<file path="src/grbpwm_pkg.sv">
// Shared types and constants for the GRB pixel to PWM duty encoder.
// No dependencies; every other file imports this package.
package grbpwm_pkg;

    localparam int unsigned BITS_PER_PIXEL = 24;
    localparam int unsigned LATCH_DEFAULT  = 50;
    localparam int unsigned LATCH_MAX      = 64;
    localparam int unsigned DUTY_W         = 16;
    localparam int unsigned SLOT_W         = 7;
    localparam int unsigned CFG_IDX_W      = 2;

    typedef enum logic [CFG_IDX_W-1:0] {
        REG_ONE_DUTY    = 2'd0,
        REG_ZERO_DUTY   = 2'd1,
        REG_LATCH_SLOTS = 2'd2
    } reg_index_t;

    typedef enum logic {
        CMD_PIXEL = 1'b0,
        CMD_LATCH = 1'b1
    } command_t;

    typedef struct packed {
        logic       command;
        logic [7:0] green;
        logic [7:0] red;
        logic [7:0] blue;
    } pixel_in_t;

    typedef struct packed {
        logic [DUTY_W-1:0] duty;
        logic              last;
    } duty_out_t;

    typedef struct packed {
        logic [DUTY_W-1:0] one_duty;
        logic [DUTY_W-1:0] zero_duty;
        logic [SLOT_W-1:0] latch_slots;
    } cfg_t;

    // One classified request: bit pattern (pixel) or gap length (latch).
    typedef struct packed {
        logic                      is_latch;
        logic [BITS_PER_PIXEL-1:0] bits;
        logic [SLOT_W-1:0]         slots;
    } job_t;

endpackage

</file>
<file path="src/grbpwm_front.sv">
// Front stage: accepts input requests, classifies them into pixel or latch jobs.
// Depends on grbpwm_pkg.
module grbpwm_front (
    input  logic                   aclk,
    input  logic                   aresetn,
    input  logic                   s_valid,
    output logic                   s_ready,
    input  grbpwm_pkg::pixel_in_t  s_data,
    input  grbpwm_pkg::cfg_t       cfg,
    output logic                   job_valid,
    input  logic                   job_ready,
    output grbpwm_pkg::job_t       job
);
    import grbpwm_pkg::*;

    logic              job_valid_reg;
    logic              job_valid_next;
    job_t              job_reg;
    job_t              job_next;
    logic [SLOT_W-1:0] gap_len;
    logic              accept;

    assign s_ready   = !job_valid_reg || job_ready;
    assign accept    = s_valid && s_ready;
    assign job_valid = job_valid_reg;
    assign job       = job_reg;

    // Clamp the gap length to 1..LATCH_MAX.
    always_comb begin
        if (cfg.latch_slots == '0) begin
            gap_len = SLOT_W'(1);
        end else if (cfg.latch_slots > SLOT_W'(LATCH_MAX)) begin
            gap_len = SLOT_W'(LATCH_MAX);
        end else begin
            gap_len = cfg.latch_slots;
        end
    end

    always_comb begin
        job_next       = job_reg;
        job_valid_next = job_valid_reg;
        if (accept) begin
            job_valid_next = 1'b1;
            job_next.bits  = {s_data.green, s_data.red, s_data.blue};
            if (command_t'(s_data.command) == CMD_LATCH) begin
                job_next.is_latch = 1'b1;
                job_next.slots    = gap_len;
            end else begin
                job_next.is_latch = 1'b0;
                job_next.slots    = SLOT_W'(BITS_PER_PIXEL);
            end
        end else if (job_ready) begin
            job_valid_next = 1'b0;
        end
    end

    always_ff @(posedge aclk) begin
        if (!aresetn) begin
            job_valid_reg <= 1'b0;
        end else begin
            job_valid_reg <= job_valid_next;
        end
        job_reg <= job_next;
    end

endmodule

</file>
<file path="src/grbpwm_fifo.sv">
// Short job queue between the front and back stages.
// Depends on grbpwm_pkg for the job type.
module grbpwm_fifo #(
    parameter int unsigned DEPTH = 2
) (
    input  logic              aclk,
    input  logic              aresetn,
    input  logic              wr_valid,
    output logic              wr_ready,
    input  grbpwm_pkg::job_t  wr_data,
    output logic              rd_valid,
    input  logic              rd_ready,
    output grbpwm_pkg::job_t  rd_data
);
    import grbpwm_pkg::*;

    localparam int unsigned PTR_W = (DEPTH > 1) ? $clog2(DEPTH) : 1;
    localparam int unsigned CNT_W = $clog2(DEPTH + 1);

    job_t             mem [DEPTH];
    logic [PTR_W-1:0] wr_ptr_reg;
    logic [PTR_W-1:0] wr_ptr_next;
    logic [PTR_W-1:0] rd_ptr_reg;
    logic [PTR_W-1:0] rd_ptr_next;
    logic [CNT_W-1:0] count_reg;
    logic [CNT_W-1:0] count_next;
    logic             push;
    logic             pop;

    assign wr_ready = count_reg != CNT_W'(DEPTH);
    assign rd_valid = count_reg != '0;
    assign push     = wr_valid && wr_ready;
    assign pop      = rd_valid && rd_ready;
    assign rd_data  = mem[rd_ptr_reg];

    always_comb begin
        wr_ptr_next = wr_ptr_reg;
        rd_ptr_next = rd_ptr_reg;
        count_next  = count_reg;
        if (push) begin
            wr_ptr_next = (wr_ptr_reg == PTR_W'(DEPTH - 1)) ? '0 : wr_ptr_reg + 1'b1;
        end
        if (pop) begin
            rd_ptr_next = (rd_ptr_reg == PTR_W'(DEPTH - 1)) ? '0 : rd_ptr_reg + 1'b1;
        end
        if (push && !pop) begin
            count_next = count_reg + 1'b1;
        end else if (pop && !push) begin
            count_next = count_reg - 1'b1;
        end
    end

    always_ff @(posedge aclk) begin
        if (!aresetn) begin
            wr_ptr_reg <= '0;
            rd_ptr_reg <= '0;
            count_reg  <= '0;
        end else begin
            wr_ptr_reg <= wr_ptr_next;
            rd_ptr_reg <= rd_ptr_next;
            count_reg  <= count_next;
        end
        if (push) begin
            mem[wr_ptr_reg] <= wr_data;
        end
    end

    assert property (@(posedge aclk) disable iff (!aresetn)
        count_reg <= CNT_W'(DEPTH))
        else $error("queue count beyond depth");

    assert property (@(posedge aclk) disable iff (!aresetn)
        push && !pop |=> count_reg == $past(count_reg) + 1'b1)
        else $error("queue count missed a push");

    assert property (@(posedge aclk) disable iff (!aresetn)
        (count_reg == '0) |-> (wr_ptr_reg == rd_ptr_reg))
        else $error("queue empty with unequal pointers");

endmodule

</file>
<file path="src/grbpwm_back.sv">
// Back stage: serializes one job into duty slots through an output register.
// Depends on grbpwm_pkg.
module grbpwm_back (
    input  logic                   aclk,
    input  logic                   aresetn,
    input  logic                   job_valid,
    output logic                   job_ready,
    input  grbpwm_pkg::job_t       job,
    input  grbpwm_pkg::cfg_t       cfg,
    output logic                   m_valid,
    input  logic                   m_ready,
    output grbpwm_pkg::duty_out_t  m_data
);
    import grbpwm_pkg::*;

    logic                      busy_reg;
    logic                      busy_next;
    logic                      latch_reg;
    logic                      latch_next;
    logic [BITS_PER_PIXEL-1:0] bits_reg;
    logic [BITS_PER_PIXEL-1:0] bits_next;
    logic [SLOT_W-1:0]         cnt_reg;
    logic [SLOT_W-1:0]         cnt_next;
    logic                      out_valid_reg;
    logic                      out_valid_next;
    duty_out_t                 out_reg;
    duty_out_t                 out_next;
    logic                      adv;
    logic                      emit;
    logic                      last_slot;

    assign adv       = !out_valid_reg || m_ready;
    assign emit      = busy_reg && adv;
    assign last_slot = cnt_reg == SLOT_W'(1);
    // Load the next job on the same cycle the current one sends its last slot.
    assign job_ready = !busy_reg || (emit && last_slot);
    assign m_valid   = out_valid_reg;
    assign m_data    = out_reg;

    always_comb begin
        busy_next      = busy_reg;
        latch_next     = latch_reg;
        bits_next      = bits_reg;
        cnt_next       = cnt_reg;
        out_valid_next = out_valid_reg;
        out_next       = out_reg;
        if (emit) begin
            out_valid_next = 1'b1;
            out_next.last  = last_slot;
            if (latch_reg) begin
                out_next.duty = '0;
            end else begin
                out_next.duty = bits_reg[BITS_PER_PIXEL-1] ? cfg.one_duty : cfg.zero_duty;
            end
            bits_next = {bits_reg[BITS_PER_PIXEL-2:0], 1'b0};
            cnt_next  = cnt_reg - 1'b1;
            if (last_slot) begin
                busy_next = 1'b0;
            end
        end else if (adv) begin
            out_valid_next = 1'b0;
        end
        if (job_valid && job_ready) begin
            busy_next  = 1'b1;
            latch_next = job.is_latch;
            bits_next  = job.bits;
            cnt_next   = job.slots;
        end
    end

    always_ff @(posedge aclk) begin
        if (!aresetn) begin
            busy_reg      <= 1'b0;
            out_valid_reg <= 1'b0;
            cnt_reg       <= '0;
        end else begin
            busy_reg      <= busy_next;
            out_valid_reg <= out_valid_next;
            cnt_reg       <= cnt_next;
        end
        latch_reg <= latch_next;
        bits_reg  <= bits_next;
        out_reg   <= out_next;
    end

    assert property (@(posedge aclk) disable iff (!aresetn)
        busy_reg |-> (cnt_reg != '0) && (cnt_reg <= SLOT_W'(LATCH_MAX)))
        else $error("slot counter out of range while busy");

    assert property (@(posedge aclk) disable iff (!aresetn)
        emit |=> m_valid && (m_data.last == $past(last_slot)))
        else $error("last flag does not match final slot");

    assert property (@(posedge aclk) disable iff (!aresetn)
        emit && latch_reg |=> m_data.duty == '0)
        else $error("latch gap slot with nonzero duty");

endmodule

</file>
<file path="src/grb_pixel_to_pwm_duty_encoder.sv">
// Top level of the GRB pixel to PWM duty encoder: config registers, front, queue, back.
// Depends on grbpwm_pkg, grbpwm_front, grbpwm_fifo and grbpwm_back.
//
// A pixel request produces 24 duty values (green, red, blue, MSB first), one per
// clock while m_ready is high; a latch request produces latch_slots zero-duty values
// (0 counts as 1, above 64 as 64). The back-end serializer emits one slot per cycle
// while m_ready is high and loads the next queued request in the cycle it sends the
// previous run's last slot, so consecutive runs leave without gaps. Registers:
// 0 one_duty, 1 zero_duty, 2 latch_slots (reset 0, 0, 50); write them only while
// the block is idle.
module grb_pixel_to_pwm_duty_encoder #(
    parameter int unsigned QUEUE_DEPTH = 2
) (
    input  logic                                  aclk,
    input  logic                                  aresetn,
    input  logic                                  s_valid,
    output logic                                  s_ready,
    input  grbpwm_pkg::pixel_in_t                 s_data,
    output logic                                  m_valid,
    input  logic                                  m_ready,
    output grbpwm_pkg::duty_out_t                 m_data,
    input  logic                                  cfg_we,
    input  logic [grbpwm_pkg::CFG_IDX_W-1:0]      cfg_index,
    input  logic [grbpwm_pkg::DUTY_W-1:0]         cfg_wdata
);
    import grbpwm_pkg::*;

    cfg_t cfg_reg;
    cfg_t cfg_next;
    logic front_valid;
    logic front_ready;
    job_t front_job;
    logic back_valid;
    logic back_ready;
    job_t back_job;

    always_comb begin
        cfg_next = cfg_reg;
        if (cfg_we) begin
            unique case (reg_index_t'(cfg_index))
                REG_ONE_DUTY:    cfg_next.one_duty    = cfg_wdata;
                REG_ZERO_DUTY:   cfg_next.zero_duty   = cfg_wdata;
                REG_LATCH_SLOTS: cfg_next.latch_slots = cfg_wdata[SLOT_W-1:0];
                default:         cfg_next = cfg_reg;
            endcase
        end
    end

    always_ff @(posedge aclk) begin
        if (!aresetn) begin
            cfg_reg.one_duty    <= '0;
            cfg_reg.zero_duty   <= '0;
            cfg_reg.latch_slots <= SLOT_W'(LATCH_DEFAULT);
        end else begin
            cfg_reg <= cfg_next;
        end
    end

    grbpwm_front u_front (
        .aclk      (aclk),
        .aresetn   (aresetn),
        .s_valid   (s_valid),
        .s_ready   (s_ready),
        .s_data    (s_data),
        .cfg       (cfg_reg),
        .job_valid (front_valid),
        .job_ready (front_ready),
        .job       (front_job)
    );

    grbpwm_fifo #(
        .DEPTH (QUEUE_DEPTH)
    ) u_fifo (
        .aclk     (aclk),
        .aresetn  (aresetn),
        .wr_valid (front_valid),
        .wr_ready (front_ready),
        .wr_data  (front_job),
        .rd_valid (back_valid),
        .rd_ready (back_ready),
        .rd_data  (back_job)
    );

    grbpwm_back u_back (
        .aclk      (aclk),
        .aresetn   (aresetn),
        .job_valid (back_valid),
        .job_ready (back_ready),
        .job       (back_job),
        .cfg       (cfg_reg),
        .m_valid   (m_valid),
        .m_ready   (m_ready),
        .m_data    (m_data)
    );

endmodule

</file>
<file path="config.mk">
export PLATFORM = sky130hd
export DESIGN_NAME = grb_pixel_to_pwm_duty_encoder
export DESIGN_NICKNAME = d
export VERILOG_FILES = /design/src/grbpwm_pkg.sv /design/src/grbpwm_front.sv /design/src/grbpwm_fifo.sv /design/src/grbpwm_back.sv /design/src/grb_pixel_to_pwm_duty_encoder.sv
export SDC_FILE = /design/constraint.sdc
export NUM_CORES = 1
export LEC_CHECK = 0
export BUFFER_PORTS_ARGS = -buffer_cell sky130_fd_sc_hd__clkbuf_2
export CAP_MARGIN = 0
export CORE_MARGIN = 4
export CORE_UTILIZATION = 63
export DETAILED_ROUTE_END_ITERATION = 6
export GPL_TIMING_DRIVEN = 0
export PLACE_DENSITY = 0.84
export SYNTH_ARGS = -nofsm -noshare
export SYNTH_HDL_FRONTEND = slang
export SYNTH_HIERARCHICAL = 1
export SYNTH_SLANG_ARGS = --single-unit
export TNS_END_PERCENT = 100
</file>
<file path="constraint.sdc">
create_clock -name aclk -period 7.1 [get_ports aclk]
set_input_delay 0.355 -clock aclk [delete_from_list [all_inputs] [get_ports aclk]]
set_output_delay 0.355 -clock aclk [all_outputs]
set_load 0.01 [all_outputs]
</file>
# Yosys cells after proc, flatten, opt, wreduce, memory -nomap -nowiden
# Memories as Yosys holds them, arrays and structs flattened. A register that Yosys moved wholly into a read port is not among the register bits.
# Cells that the tools add are included.
[word_totals]
regBits = 127
latchBits = 0
ram_bits = 64
rom_bits = 0
input_bits = 48
output_inout_bits = 19
wordCells = 83
n_memories = 1
[memory_table]
columns = ["name", "words", "word_bits", "rd", "rd_clocked_by_memory_dff", "wr", "line", "source"]
rows = [
  ["u_fifo.mem", 2, 32, 1, 1, 1, "grbpwm_fifo.sv:20", "job_t mem [DEPTH];"],
]
[classes]
n_addsub = 5
n_mul = 0
n_div = 0
n_lt_le_gt_ge = 1
n_eq_ne = 4
shift = 0
mux = 23
bitwise_logic = 1
n_reduce_logical = 29
[op_table]
columns = ["op", "count"]
rows = [
  ["two-way mux 24 bit", 2],
  ["two-way mux 7 bit", 3],
  ["two-way mux 16 bit", 1],
  ["two-way mux 1 bit", 14],
  ["nonzero test 2 bit", 6],
  ["AND reduction 2 bit", 4],
  ["== test 7 x 1 -> 1 bit, second input constant", 1],
  ["> comparator 7 bit, second input constant", 1],
  ["logical AND 1 bit", 7],
  ["logical NOT 7 bit", 1],
  ["subtractor 7 x 1 -> 7 bit, second input constant", 1],
  ["logical NOT 1 bit", 5],
  ["two-way mux 5 bit", 1],
  ["two-way mux 2 bit", 2],
  ["logical OR 1 bit", 3],
  ["OR reduction 3 bit", 1],
  ["adder 1 bit, second input constant", 2],
  ["adder 2 x 1 -> 2 bit, second input constant", 1],
  ["== test 2 x 1 -> 1 bit, second input constant", 1],
  ["== test 2 bit, second input constant", 1],
  ["logical NOT 2 bit", 1],
  ["!= test 2 bit, second input constant", 1],
  ["OR reduction 2 bit", 1],
  ["subtractor 2 x 1 -> 2 bit, second input constant", 1],
  ["inverter 1 bit", 1],
]

# Logic depth before layout (Yosys ltp)
[depth]
word_depth = 9
ltp_mapped = 10

# Cells and area by module
# Netlist, hierarchy kept.
[by_module_without_submodules]
columns = ["mod", "instances", "cells_each", "area_per_inst_um2"]
rows = [
  ["grbpwm_fifo", 1, 124, 2551.2],
  ["grbpwm_back", 1, 182, 2483.6],
  ["grb_pixel_to_pwm_duty_encoder", 1, 150, 1502.7],
  ["grbpwm_front", 1, 49, 1083.5],
]

# Worst setup path before layout
# No wires, ideal clock.
[synth_path]
kind = "reg-to-reg"
start = "register u_fifo.count_reg[1]"
end = "register u_back.cnt_reg[1]"
setup_time_ns = 0.120
arrival_time_ns = 2.713
required_time_ns = 6.980
setup_slack_ns = 4.267
stages_incl_launch_ff = 7
path_buffers = 1
period_less_slack_ns = 2.833
path_cell_list = "dfxtp_1 > or2_2 > clkbuf_1 > nor2_1 > a21oi_1 > o21ai_0 > o221a_2"
[synth_between]
elab_chain_len = 3
elab_cells_between_ends = 4
cone_classes = "1 x mux; 3 x reduce/logical"
[synth_lines]
columns = ["item", "line", "source"]
rows = [
  ["start: declaration", "grbpwm_fifo.sv:25", "logic [CNT_W-1:0] count_reg;"],
  ["start signal: assignment", "grbpwm_fifo.sv:61", "count_reg <= count_next;"],
  ["nonzero test 2 bit (*)", "grbpwm_fifo.sv:31", "assign rd_valid = count_reg != '0;"],
  ["named net back_valid", "grb_pixel_to_pwm_duty_encoder.sv:33", "logic back_valid;"],
  ["logical AND 1 bit (*)", "grbpwm_back.sv:63", "if (job_valid && job_ready) begin"],
  ["two-way mux 7 bit / nonzero test 2 bit (equally long branches)", "-", ""],
  ["end signal: assignment", "grbpwm_back.sv:79", "cnt_reg <= cnt_next;"],
  ["end: declaration", "grbpwm_back.sv:22", "logic [SLOT_W-1:0] cnt_reg;"],
]
# The timed path passes the listed nets; every way through them passes the cells marked *.
# A chain may end at the register's enable or synchronous reset.

# Worst setup path after layout
[layout_path]
start = "register u_back.cnt_reg[2]"
end = "register u_fifo.count_reg[1]"
[layout_between]
elab_chain_len = 7
elab_cells_between_ends = 9
cone_classes = "1 x eq/ne; 1 x mux; 7 x reduce/logical"
[layout_lines]
columns = ["item", "line", "source"]
rows = [
  ["== test 7 x 1 -> 1 bit (*)", "grbpwm_back.sv:34", "assign last_slot = cnt_reg == SLOT_W'(1);"],
  ["logical AND 1 bit (*)", "grbpwm_back.sv:36", "assign job_ready = !busy_reg || (emit && last_slot);"],
  ["logical OR 1 bit (*)", "grbpwm_back.sv:36", ""],
  ["named net back_ready", "grb_pixel_to_pwm_duty_encoder.sv:34", "logic back_ready;"],
  ["logical AND 1 bit (*)", "grbpwm_fifo.sv:33", "assign pop = rd_valid && rd_ready;"],
  ["logical NOT 1 bit", "grbpwm_fifo.sv:46", "if (push && !pop) begin"],
  ["logical AND 1 bit", "grbpwm_fifo.sv:46", ""],
  ["two-way mux 2 bit / nonzero test 2 bit (equally long branches)", "-", ""],
]
# Marks and branches as above.

==> flow_metrics.py <==
metrics = {
    "grt": {
        "met2_usage": 0.3687,
        "antenna_found_initial": 0,
        "grt_overflow": 0,
        "globalRoute.busiestLayer": "met2",
        "use_met3": 0.05142,
        "met1_usage": 0.2634,
        "track_usage": 0.2145,
        "grt_pass1_vias": 4545,
        "grt_pass1_wl_mm": 23.00,
        "grt_max_degree": 33,
    },
    "worst_setup_path": {
        "end_kind": "flop",
        "crit_fanout": 9,
        "crit_type": "flop to flop",
        "start_kind": "flop",
        "cp_top_family": "simple AND/OR/NAND/NOR gates",
        "cp.arrival_ns": 2.88,
        "worst_path_max_delay_cell": "or4_1",
        "cp.required_ns": 7.45,
        "path_buf_inv": 2,
        "path_cells": "or4_1, buf_2, o31a_4, clkinv_4, o21ai_1, ha_1, or3_1, a21boi_1",
        "critPathMaxStageDelay_ns": 0.53,
    },
    "final_layout": {
        "antennaDiodeCount": 0,
        "ff_latch_area_um2": 5225,
        "post_route_cells_drive_above_1_share": 0.2947,
        "finalNetCount": 642,
        "largest_reg_flops": 64,
        "area_delta_synth_final_pct": 14.40,
        "multi_input_area_um2": 2198,
        "n_fill_cell": 738,
    },
    "place": {
        "gp_congestion": 0.8830,
        "io_buffers": 66,
        "place_hpwl_mm": 9.103,
        "preCtsSetupSlack_ns": 4.593,
    },
    "clocking": {
        "cts_hold_buf": 0,
        "clock_sinks": 192,
        "root_buffer": "clkbuf_16",
        "ctsHtreeMaxLevel": 4,
        "numCtsBuffers": 17,
        "cts_tree": "built",
        "worstSkewPairLatency_ns": 0.42,
        "post_cts_buffers": 0,
        "cts_buffer_depth": 2,
        "cts_resized": 0,
        "cts.clk_slew.worst_paths_ns": 0.07,
    },
    "synth": {
        "synth_area_leaders": "edfxtp_1 (54%), dfxtp_1 (14%), mux2i_1 (6.8%), mux2_2 (5.2%), mux2_4 (3.5%)",
        "synthDistinctLibCells": 56,
        "synth_top_area_cell": "edfxtp_1",
        "synthArstFlopShare": 0,
        "synth_edf_count": 138,
        "ys.flop_type": "edfxtp_1",
        "yosys_warnings": 6,
        "synthCells": 505,
        "ys_seq_elements": 192,
        "syn_nets": 556,
        "syn_area_um2": 7621,
        "ys_seq_area_frac": 0.6856,
        "avgSynthCellArea_um2": 15.09,
        "synth_top_cell_area_share": 0.5438,
    },
    "floorplan": {
        "core.rowCount": 39,
        "start_util": 0.6562,
        "ios": 67,
        "coreArea_um2": 11610,
        "die_x_um": 118.0,
        "dieArea_um2": 13920,
        "die_y_um": 118.0,
    },
    "timing": {
        "layout_setup_ws_ns": 4.561,
        "drv_slew": 0,
        "fin_crit_sh": 0.3576,
        "grt_setup_unrepaired": "no",
        "finalSetupViolCount": 0,
        "fmax_mhz": 393.9,
        "finalHoldViolCount": 0,
        "worstMarginPinSlew_ns": 0.9286,
        "min_period_ns": 2.539,
        "tns_ns": 0,
        "fin_skew_ns": 0.007712,
        "slew_headroom": 0.3809,
    },
    "routing": {
        "dr.first_iter.drc_count": 240,
        "ant_nets": 0,
        "vias": 4271,
        "dr.pass1.iters": 6,
        "avgRoutedWirePerCell_um": 18.92,
        "drcViolationCount": 0,
        "viasPerCell": 5.718,
        "wirelength_mm": 14.13,
    },
    "status": {
        "status": "finished, final reports clean",
    },
    "power": {
        "power.density_nw_per_um2": 370.6,
        "vdd.ir_drop.worst_v": 0.0002031,
        "power.leakage_nw": 3.430,
    },
    "run": {
        "cap_violations": 0,
    },
    "hold_path": {
        "min-delay-path-class": "input pin to flop",
    },
}
==> cell type report <==
type / count / area share
well taps: 143 / 0.02052
repair buffers: 67 / 0.03918
inverters: 13 / 0.006171
flip-flops and latches: 192 / 0.5993
plain buffers: 24 / 0.01722
clock inverters: 9 / 0.007893
clock buffers: 23 / 0.05755
multi-input cells: 276 / 0.2522
==> layout by cell type (no fill, tap or decap), types with 4 or more instances in the layout <==
master / count
edfxtp_1: 138
clkbuf_2: 67
nand2_1: 55
dfxtp_1: 54
mux2i_1: 52
mux2_2: 35
nor2_1: 22
clkbuf_16: 19
mux2_4: 18
clkbuf_1: 12
inv_1: 11
and2_1: 8
o21ai_0: 7
buf_4: 5
a21boi_0: 5
nand3b_1: 4
buf_6: 4
nand2b_1: 4
a21oi_1: 4
==> per-stage QoR <==
stage	area, µm²	hold WS, ns	power (mW)	std cells	util
final	8718	0.1051	3.231	747	0.7507
after global routing	8718	0.07725	3.378	747	0.7507
after CTS	8718	0.08795	3.249	747	0.7507
after detailed placement	8148	0.4330	2.340	715	0.7016
after global placement	8130	0.4239	2.298	714	0.7001
after floorplan	7621	0.4215	2.122	505	-
==> report_power, final <==
part,switching (mW),internal (mW),leakage (nW)
Sequential,0.0818,1.46,1.75
Clock,0.394,0.506,0.288
Combinational,0.419,0.372,1.39
Total,0.895,2.34,3.43
==> worst paths after layout <==
| kind | start | end | slack (ns) | cells past startpoint |
|---|---|---|---|---|
| min reg2reg | u_front/job[9] | u_fifo/mem[0][9] | 0.45 | 0 |
| max reg2reg | u_back/cnt_reg[2] | u_fifo/count_reg[1] | 4.56 | 8 |
| min | s_data[9] | u_front/job[16] | 0.11 | 1 |
| max | u_back/cnt_reg[2] | u_fifo/count_reg[1] | 4.56 | 8 |
==> layer usage <==
layer	part of all wire	wire, µm
met5	0	0
met4	0.015	218
met3	0.048	674
met2	0.52	7386
met1	0.41	5851
==> synth_stat cells (5+ instances only) <==
cell,instances
nor2_1,22
inv_1,12
mux2_4,18
nand2_1,55
clkbuf_1,10
and2_1,9
a21boi_0,5
a21oi_1,5
edfxtp_1,138
buf_4,5
mux2i_1,52
dfxtp_1,54
mux2_2,35
o21ai_0,7
==> worst reg2reg max path, stage by stage, from the launching register on <==
cell	delay, ns
dfxtp_1	0.35
or4_1	0.53
buf_2	0.20
o31a_4	0.32
clkinv_4	0.10
o21ai_1	0.11
ha_1	0.34
or3_1	0.36
a21boi_1	0.16
==> kinds of logic after synthesis <==
| logic type | share of synthesized area |
|---|---|
| adders and majority gates | 0.004926 |
| AOI/OAI and AO/OA | 0.03858 |
| xor gates and xnor gates | 0.003448 |
| DFF | 0.6856 |
| buffers and inverters | 0.02676 |
| muxes | 0.1584 |
| and+or+nand+nor | 0.08225 |
No activity file was read; power rests on OpenSTA's default activity.
